[src/rtl/core/twt_ram.sv]
// Generic single write port, single read port RAM with registered read data.
module twt_ram #(
    parameter int WIDTH = 32,
    parameter int DEPTH = 16
) (
    input  logic                                   clk,
    input  logic                                   we,
    input  logic [(DEPTH > 1 ? $clog2(DEPTH) : 1)-1:0] waddr,
    input  logic [WIDTH-1:0]                       wdata,
    input  logic [(DEPTH > 1 ? $clog2(DEPTH) : 1)-1:0] raddr,
    output logic [WIDTH-1:0]                       rdata
);

    logic [WIDTH-1:0] mem [DEPTH];

    // Registered read; a read of the address being written returns the old data.
    always_ff @(posedge clk)
    begin
        if (we)
        begin
            mem[waddr] <= wdata;
        end
        rdata <= mem[raddr];
    end

endmodule

[config.mk]
export PLATFORM = sky130hd
export DESIGN_NAME = twt_ram
export DESIGN_NICKNAME = d
export VERILOG_FILES = /design/src/rtl/core/twt_ram.sv
export SDC_FILE = /design/constraint.sdc
export NUM_CORES = 1
export LEC_CHECK = 0
export BUFFER_PORTS_ARGS = -buffer_cell sky130_fd_sc_hd__buf_2
export CORE_MARGIN = 1
export CORE_UTILIZATION = 45
export CTS_BUF_LIST = sky130_fd_sc_hd__clkbuf_8
export DETAILED_ROUTE_END_ITERATION = 6
export GPL_TIMING_DRIVEN = 0
export REMOVE_ABC_BUFFERS = 1
export SKIP_CTS_REPAIR_TIMING = 1
export SLEW_MARGIN = 5
export SYNTH_ARGS = -nofsm -noshare
export SYNTH_HDL_FRONTEND = slang
export SYNTH_SLANG_ARGS = --single-unit
[constraint.sdc]
create_clock -name clk -period 4.6 [get_ports clk]
set_clock_uncertainty 0.05 [all_clocks]
set_input_delay 0.46 -clock clk [delete_from_list [all_inputs] [get_ports clk]]
set_output_delay 0.46 -clock clk [all_outputs]
set_load 0.05 [all_outputs]
==> reports/qor.json <==
{
  "result_of_the_run": "finished, final reports clean",
  "cap_violations": 0,
  "numClockSinks": 544,
  "top_level_pins": 74,
  "die-height_um": 212,
  "die-area_mm2": 0.0450,
  "timing.critical_path.to_type": "register",
  "arrival_ps": 2440,
  "post_route_cells_drive_above_1_share_pct": 34.4,
  "coreArea_mm2": 0.0433,
  "clk_pin_slew_ps": 70,
  "total_of_flip_flops_plus_latches_after_synthesis": 544,
  "pin_count_of_the_biggest_net_entering_global_routing": 80,
  "timing.final.setup_violations": 0,
  "clk_path_buf_depth": 3,
  "totalWireLength_mm": 40.8,
  "grt_antenna_before_repair": 3,
  "critical_path_class": "input port to register",
  "cts_max_level": 3,
  "synth_cell_type_count": 18,
  "ys_seq_area_share_pct": 80.7,
  "final_hold_viol_count": 0,
  "cts_made_buffers": 86,
  "regArea_mm2": 0.0160,
  "drt_pass1_iterations": 5,
  "place_inst": 1490,
  "dp_hpwl_mm": 22.9,
  "p_leak_nw": 7.62,
  "slew_viol_final": 0,
  "row_count": 76,
  "grt_pass1_vias": 9352,
  "clk_latency_ps": 630,
  "ratio_of_final_minimum_period_to_clock_period_pct": 47.5,
  "final_weighted_congestion_in_routability_driven_placement": 0.672,
  "worst_pin_slew_ps": 819,
  "fin_cells": 1650,
  "area_delta_synth_final_pct": 16.5,
  "vdd_drop_max_mv": 0.249,
  "post-route-drc-count": 0,
  "die-width_um": 212,
  "gr-usage-all-layers_pct": 18.8,
  "tritoncts": "yes",
  "rsz_0062_raised_after_global_routing": "no",
  "critPathLaunchType": "input port",
  "timing.fmax_mhz": 457,
  "num-nets-final": 1035,
  "detailroute.via_count": 9036,
  "syn_avg_cell_area_um2": 23.7,
  "fin_util_pct": 53.5,
  "worstPathRequired_ps": 4860,
  "final.min_clock_period_ps": 2190,
  "effective_utilization_at_floorplan_pct": 45.9,
  "avgViaCountPerCell": 5.48,
  "portBuffers": 73,
  "crit_fanout": 9,
  "cell_chosen_for_the_clock_root": "sky130_fd_sc_hd__clkbuf_8",
  "grt_overflow": 0,
  "grt_first_pass_wirelength_mm": 60.0,
  "multi_input_area_mm2": 0.00375,
  "number_of_filler_cells_placed_in_the_layout": 3337,
  "synth_area_mm2": 0.0199,
  "drt-wirelength-per-cell_um": 24.8,
  "worstHoldPathType": "input port to register",
  "drt.antenna.violating_nets": 0,
  "ys.warnings.count": 0,
  "slew_headroom_pct": 45.1,
  "detail_route.iter0.violations": 763,
  "power.density_cell_area_mw_per_mm2": 434,
  "synth_cells": 838
}
## cells in the final DEF (no fill, tap or decap), drive strengths merged
cell type,synthesis,final
nor3,4,4
nor2b,2,2
clkinvlp,0,3
edfxtp,512,512
nand2,33,33
nand2b,2,2
nor2,13,13
or3b,1,1
and2,1,1
a22oi,64,64
nand3,1,1
clkinv,0,8
buf,26,110
dfxtp,32,32
diode,0,1
mux4,128,128
bufinv,0,2
nand3b,2,2
inv,0,48
clkbuf,17,98
## path summary, 6_finish.rpt
check | end | slack (ps) | start | cells after the start
setup / recovery | mem[0][14] | 2410 | waddr[2] | 6
hold / removal | mem[13][4] | 140 | wdata[4] | 1
setup reg to reg | rdata[24] | 3230 | mem[3][24] | 3
hold reg to reg | rdata[25] | 610 | mem[14][25] | 3
## final cells by class
class,count,share of cell area (%)
Clock buffer,98,5.83
Timing Repair Buffer,110,4.27
Antenna cell,1,0.0108
Tap cell,585,3.16
Clock inverter,61,1.30
Multi-Input combinational cell,251,16.2
Sequential cell,544,69.2
## flip-flops by register name, indices dropped and copies added, names as in the netlist
name   cells
rdata     32
mem      512
## synth_stat cells
cell                       instances  area (um^2)
sky130_fd_sc_hd__edfxtp_1        512        15400
sky130_fd_sc_hd__mux4_2          128         2880
sky130_fd_sc_hd__a22oi_1          64          480
sky130_fd_sc_hd__nand2_1          33          124
sky130_fd_sc_hd__dfxtp_1          32          641
sky130_fd_sc_hd__clkbuf_1         17         63.8
sky130_fd_sc_hd__nor2_1           13         48.8
sky130_fd_sc_hd__buf_4            11         82.6
sky130_fd_sc_hd__buf_1             9         33.8
sky130_fd_sc_hd__buf_2             4         20.0
sky130_fd_sc_hd__nor3_1            4         20.0
sky130_fd_sc_hd__buf_6             2         22.5
sky130_fd_sc_hd__nand2b_1          2         12.5
sky130_fd_sc_hd__nand3b_1          2         15.0
sky130_fd_sc_hd__nor2b_1           2         12.5
sky130_fd_sc_hd__and2_1            1         6.26
sky130_fd_sc_hd__nand3_1           1         5.00
sky130_fd_sc_hd__or3b_2            1         8.76
## power by group
group	internal (W)	leakage, nW	total, W	switching [W]
Combinational	0.000213	1.72	0.000603	0.000390
Sequential	0.00554	4.89	0.00557	0.0000281
Clock	0.00206	1.01	0.00386	0.00181
## cell families after synthesis
| logic type | after synthesis | share of synthesized area (%) |
|---|---|---|
| DFF | 544 | 80.7 |
| buffers and inverters | 43 | 1.12 |
| AOI/OAI and AO/OA | 64 | 2.42 |
| and+or+nand+nor | 59 | 1.27 |
| muxes | 128 | 14.5 |
## critical path, cell delays in order
cell,delay (ps)
sky130_fd_sc_hd__buf_2,110
sky130_fd_sc_hd__or3b_2,590
sky130_fd_sc_hd__nor3_2,490
sky130_fd_sc_hd__buf_4,320
sky130_fd_sc_hd__buf_4,230
sky130_fd_sc_hd__buf_4,230
## per-stage QoR
| step | setup TNS (ps) | hold slack [ps] | power, W | setup WS [ps] | cell area, um^2 |
|---|---|---|---|---|---|
| finish | 0 | 139 | 0.0100 | 2410 | 23100 |
| floorplan | 0 | 509 | 0.00600 | 910 | 19600 |
| global route | 0 | 128 | 0.0104 | 2290 | 23100 |
| detailed placement | 0 | 613 | 0.00629 | 1720 | 21500 |
| CTS | 0 | 104 | 0.0101 | 2390 | 23100 |
| global placement | -295610 | 598 | 0.00627 | -2290 | 20700 |
## metal layers
layer	wire length (um)	up-vias	share of wire, %	GRT usage, %
li1	-	3902	-	-
met1	19100	4816	47	28.3
met2	18600	265	46	27.4
met3	2460	49	6.0	3.99
met4	620	4	1.5	6.17
met5	18	-	0.044	0
Power figures use the tool's default switching activity.
