`src/rtl/core/twt_pkg.sv`:
```
// Shared types and constants for the time-window tour block.
package twt_pkg;

    // Stored path and finish times never exceed the saturation value, so 30 bits hold them.
    localparam int DATA_W = 30;
    localparam logic [DATA_W-1:0] INF = 30'h3f3f3f3f;

    // Width of the result field.
    localparam int OUT_W = 5;

    // Default sizes handed to the top level.
    localparam int DEF_MAX_NODES  = 64;
    localparam int DEF_MAX_STORES = 16;
    localparam int DEF_TIME_BITS  = 16;

    // Command codes.
    typedef enum logic [1:0] {
        OP_WINDOW = 2'd0,
        OP_ROAD   = 2'd1,
        OP_RUN    = 2'd2
    } op_t;

    // Configuration register indexes.
    typedef enum logic {
        CFG_NODE_COUNT  = 1'b0,
        CFG_STORE_COUNT = 1'b1
    } cfg_t;

endpackage

```
`src/rtl/core/twt_alu.sv`:
```
// Shared saturating adder with a less-than compare against a third operand.
module twt_alu (
    input  logic [twt_pkg::DATA_W-1:0] a,
    input  logic [twt_pkg::DATA_W-1:0] b,
    input  logic [twt_pkg::DATA_W-1:0] c,
    output logic [twt_pkg::DATA_W-1:0] sum,
    output logic                       less
);

    logic [twt_pkg::DATA_W:0] raw;

    // The sum clamps at the saturation value; the compare tells whether it improves c.
    always_comb
    begin
        raw = {1'b0, a} + {1'b0, b};
        if (raw >= {1'b0, twt_pkg::INF})
        begin
            sum = twt_pkg::INF;
        end
        else
        begin
            sum = raw[twt_pkg::DATA_W-1:0];
        end
        less = (sum < c);
    end

endmodule

```
`config.mk`:
```
export PLATFORM = sky130hd
export DESIGN_NAME = twt_alu
export DESIGN_NICKNAME = d
export VERILOG_FILES = /design/src/rtl/core/twt_pkg.sv /design/src/rtl/core/twt_alu.sv
export SDC_FILE = /design/constraint.sdc
export NUM_CORES = 1
export LEC_CHECK = 0
export BUFFER_PORTS_ARGS = -buffer_cell sky130_fd_sc_hd__buf_4
export CORE_MARGIN = 4
export CORE_UTILIZATION = 55
export DETAILED_ROUTE_END_ITERATION = 16
export PLACE_DENSITY = 0.9
export SYNTH_ARGS = -nofsm -noshare
export SYNTH_HDL_FRONTEND = slang
export SYNTH_SLANG_ARGS = --single-unit
export TNS_END_PERCENT = 50
```
`constraint.sdc`:
```
create_clock -name vclk -period 30.6
set_input_delay 9.18 -clock vclk [all_inputs]
set_output_delay 9.18 -clock vclk [all_outputs]
set_load 0.01 [all_outputs]
```
==> metrics, run 1 <==
Core Box Area approximately 5100 um^2; seq_cells 0; Avg WL per Cell 15.8 um; most frequent cell after synthesis ha_1; GRT overflow 0; Pwr Density 27.5 nW/um^2; Fmax achieved 41.5 MHz; vias 3694; Ports 121; DR DRC count 0; run status complete, no violations; period utilization 78.8%; largest family of logic cells by synthesized area compound AO/OA/AOI/OAI gates; kind of critical path in2out; DIE WIDTH a little over 80 um; DR WL met3 roughly 850 um; CP arrival 14.94 ns; cts hold-fix bufs 0; postcts setup bufs 0; full die area 6570 um^2; Met2 Routed Length 4540 um; Worst setup SP type input port; leakage power 1.92 nW; Synth Area in Compound Gates 31.3%; critical path data required time 21.42 ns; top layer in use met4; Mapped Area approximately 2900 um^2; Rel. slew slack just over 40%; Initial DRC Count 191; fin cells 606; Synthesized Nets between 500 and 600; initial core utilization ~57%; Synth Area in Simple Gates 29.0%; n_diodes 0; fill count around 410; hpwl dp 8440 um; remaining antenna violation count 0; P&R area growth vs syn 31.9%; maximum number of pins on one net before global-route repair 30; largest area contributor in the netlist ha_1; post-placement cell area a little under 4000 um^2; Post-Route WL ~9600 um; 1st-pass router iterations 5; die height about 81 um; Worst setup EP type output port; post-synth top area share 25.2%; synth warn 0; layout cells sized above 1 24.6%; Syn Inst Count approximately 430; number of global-route vias before repair 3458; first-pass GRT wire length 15400 um; met1 wire length 4120 um; final net count 688; dpl cells 606; routability cong. between 0.8 and 0.9; Final Hold Fails 0; Seq/Total Area, Yosys 0%; post-CTS resize count 0; library cells used by synthesis 56; Mapped Avg Cell Area 6.86 um^2; worst-path fanout max 23; design area 3870 um^2; via density per instance 6.10; xor/xnor cell area share of the yosys netlist 6.57%; mux contribution to synthesized area less than 1%; Max Slew Vio Count 0; Peak VDD IR 13.9 uV; max cap viols 0; Slew @ Worst Pin 0.887 ns; area share of fa/ha/maj cells after synthesis 25.8%; ranking of synthesized cells by area ha_1, a21oi_1, nand2_1, a21o_1, inv_1; final worst path period need between 20 and 25 ns; port bufs between 100 and 150; WHS 18.74 ns; initial antenna violation count 0; Hold Crit Class in2out; synth cell count leaders ha_1, a21oi_1, nand2_1; register area 0 um^2; final setup fails 0; row count 26; GRT Total Usage 28.2%; clkbuf count 0; RSZ-0062 raised after global routing false; setup TNS 0 ns
==> per-layer routing <==
metal	vias to the layer above	GRT usage [%]
met2	190	51.2
met1	1663	37.2
met5	-	0
met4	0	3.04
li1	1827	-
met3	14	2.11
==> cells by family after synthesis <==
family / Yosys count
adder cells (fa/ha/maj): 60
AO/OA/AOI/OAI: 139
buffers and inverters: 47
AND/OR/NAND/NOR: 158
XOR/XNOR: 22
multiplexers: 2
==> per-stage QoR <==
stage          worst slack, ns  util (%)  total power (W)
4_1_cts                   6.56      75.3         0.000106
3_3_place_gp              6.87      75.3         0.000101
6_report                  6.48      75.3         0.000107
2_1_floorplan             7.63         -        0.0000668
3_5_place_dp              6.59      75.3         0.000105
5_1_grt                   6.08      75.3         0.000118
==> area by class of cell <==
cell class / instances / area (um^2) / area share (%)
inverters: 33 / 124 / 3.20
multi-input cells: 381 / 2740 / 70.9
well taps: 70 / 87.6 / 2.26
repair buffers: 122 / 916 / 23.7
==> cells in the final DEF, fill, tap and decap left out, types with 5 or more instances in the layout <==
cell type / n
buf_4: 122
ha_1: 59
a21oi_1: 46
nand2_1: 46
inv_1: 33
a21o_1: 22
nor2_1: 21
o21ai_0: 21
or3_1: 17
xnor2_1: 14
nand4_1: 12
nand3_1: 11
nor3_1: 11
xor2_1: 8
a31oi_1: 7
nand2b_1: 7
o211ai_1: 6
nor4_1: 6
o21a_1: 6
o21ai_1: 5
==> report_power, final <==
part / switching (W) / total, W / internal [W]
combinational: 0.0000579 / 0.000107 / 0.0000487
clock: 0 / 0 / 0
sequential: 0 / 0 / 0
==> critical path, stage by stage <==
cell      delay (ns)
buf_4           0.11
ha_1            0.24
fa_1            0.44
a211oi_1        0.31
o21ai_1         0.24
a22oi_1         0.38
o21ai_1         0.18
a21oi_1         0.28
xor2_1          0.14
or4_1           0.49
nor4_4          0.77
nor3_1          0.18
ha_1            0.34
a21o_1          0.19
a21o_1          0.17
a21o_1          0.17
a21o_1          0.17
a21oi_1         0.15
o21ai_0         0.10
a21oi_1         0.27
nand4_1         0.12
o211ai_1        0.17
buf_4           0.15
==> worst paths after layout <==
path,from,end,cells after the start
max,a[0],less,23
min,c[0],less,4
No activity file was read; power rests on OpenSTA's default activity.
==> run 2, diff against run 1 <==
CORE_UTILIZATION = 47   (was 55)
PLACE_DENSITY = 0.82   (was 0.9)
clock period = 20.6 ns   (was 30.6 ns; I/O delays follow)
==> run 2 against run 1 <==
Against the previous run: sequential share of layout area unchanged; die area up 15%; critical endpoint unchanged; sequential cell count unchanged; critical path type unchanged; critical path depth unchanged; final cell count up 0.83%.
==> metrics, run 2 (synthesis results as in run 1) <==
port bufs around 120; GRT Total Usage 24.4%; kind of critical path in2out; period utilization 88.0%; full die area about 7600 um^2; seq_cells 0; row count 28; dpl cells 611; first-pass GRT wire length 15500 um; Max stage delay on crit path 0.77 ns; RSZ-0062 raised after global routing false; register area 0 um^2; Rel. slew slack 40.3%; Post-Route WL 9440 um; fin cells 611; maximum number of pins on one net before global-route repair 30; Finished Core Util 64.7%; CP max-delay cell nor4_4; Worst setup SP type input port; final worst path period need 18.13 ns; Hold Crit Class in2out; final net count 688; total design power between 0.00015 and 0.0002 W; initial core utilization 49.0%; DIE WIDTH 87.0 um; postcts setup bufs 0; post-route setup slack 2.47 ns; post-CTS resize count 0; hpwl dp 8350 um; CP arrival ~12 ns; Max Slew Vio Count 0; layout cells sized above 1 24.6%; routability cong. 0.899; critical path data required time 14.42 ns; most frequent cells in the layout buf_4, ha_1, a21oi_1, nand2_1, inv_1; commonest non-fill, non-tap cell in the layout buf_4; sum of buffers and inverters on the critical path 2; leakage power 1.92 nW; worst-path fanout max 23; setup TNS 0 ns; Ports 121; max cap viols 0; Peak VDD IR 19.8 uV; n_diodes 0; GRT overflow 0; run status complete, no violations; final setup fails 0; Slew @ Worst Pin 0.889 ns; P&R area growth vs syn 32.2%; fill count 572; pre-CTS WS 2.56 ns; Avg WL per Cell 15.4 um; cts hold-fix bufs 0; die height 87.0 um; CP delay by family, top compound AO/OA/AOI/OAI gates; DR DRC count 0; Initial DRC Count 156; crit path cell chain buf_4, ha_1, fa_1, a211oi_1, o21ai_1, a22oi_1, o21ai_1, a21oi_1, xor2_1, or4_1, nor4_4, nor3_1, ha_1, a21o_1, a21o_1, a21o_1, a21o_1, a21oi_1, o21ai_0, a21oi_1, nand4_1, o211ai_1, buf_4; Final Hold Fails 0; initial antenna violation count 0; clkbuf count 0; Worst setup EP type output port; Levels on crit path 23; remaining antenna violation count 0; CP dominant cell by count a21o_1; Fmax achieved ~55 MHz; vias 3566; 1st-pass router iterations 4; number of global-route vias before repair between 3000 and 4000; Pwr Density 40.4 nW/um^2; Hold Crit Depth 4; via density per instance roughly 6; Core Box Area 5990 um^2
-- run 2: cell counts in the layout (fill, tap and decap cells not counted) --
Identical to the previous run, type by type.
-- run 2: power breakdown --
group | switching (W) | total [W] | internal (W) | leakage [nW]
clock network | 0 | 0 | 0 | 0
registers | 0 | 0 | 0 | 0
logic | 0.0000843 | 0.000156 | 0.0000722 | 1.92
total | 0.0000843 | 0.000156 | 0.0000722 | 1.92
-- run 2: through the flow --
stage / cell area [um^2] / hold WS, ns
2_1_floorplan: 2930 / 12.53
3_3_place_gp: 3880 / 12.75
3_5_place_dp: 3880 / 12.75
4_1_cts: 3880 / 12.75
5_1_grt: 3880 / 12.79
6_report: 3880 / 12.75
-- run 2: worst min-delay path: stages --
cell and delay (ns):
buf_4 0.11, nand4_1 0.06, o211ai_1 0.08, buf_4 0.14
-- run 2: final timing paths --
path                  slack [ns]  start  endpoint
worst max-delay path        2.47   a[0]      less
worst min-delay path       12.75   c[0]      less
-- run 2: final cells by class --
cell class	count	area [um^2]	area share [%]
well taps	75	93.8	2.42
repair buffers	122	916	23.6
multi-input cells	381	2740	70.8
inverters	33	124	3.19
-- run 2: per-layer routing --
metal,track usage [%],part of all wire (%),vias to the layer above
met4,1.27,0.51,0
met5,0,0,-
met2,41.3,46,122
met3,0.946,6.1,4
li1,-,-,1828
met1,35.6,47,1612
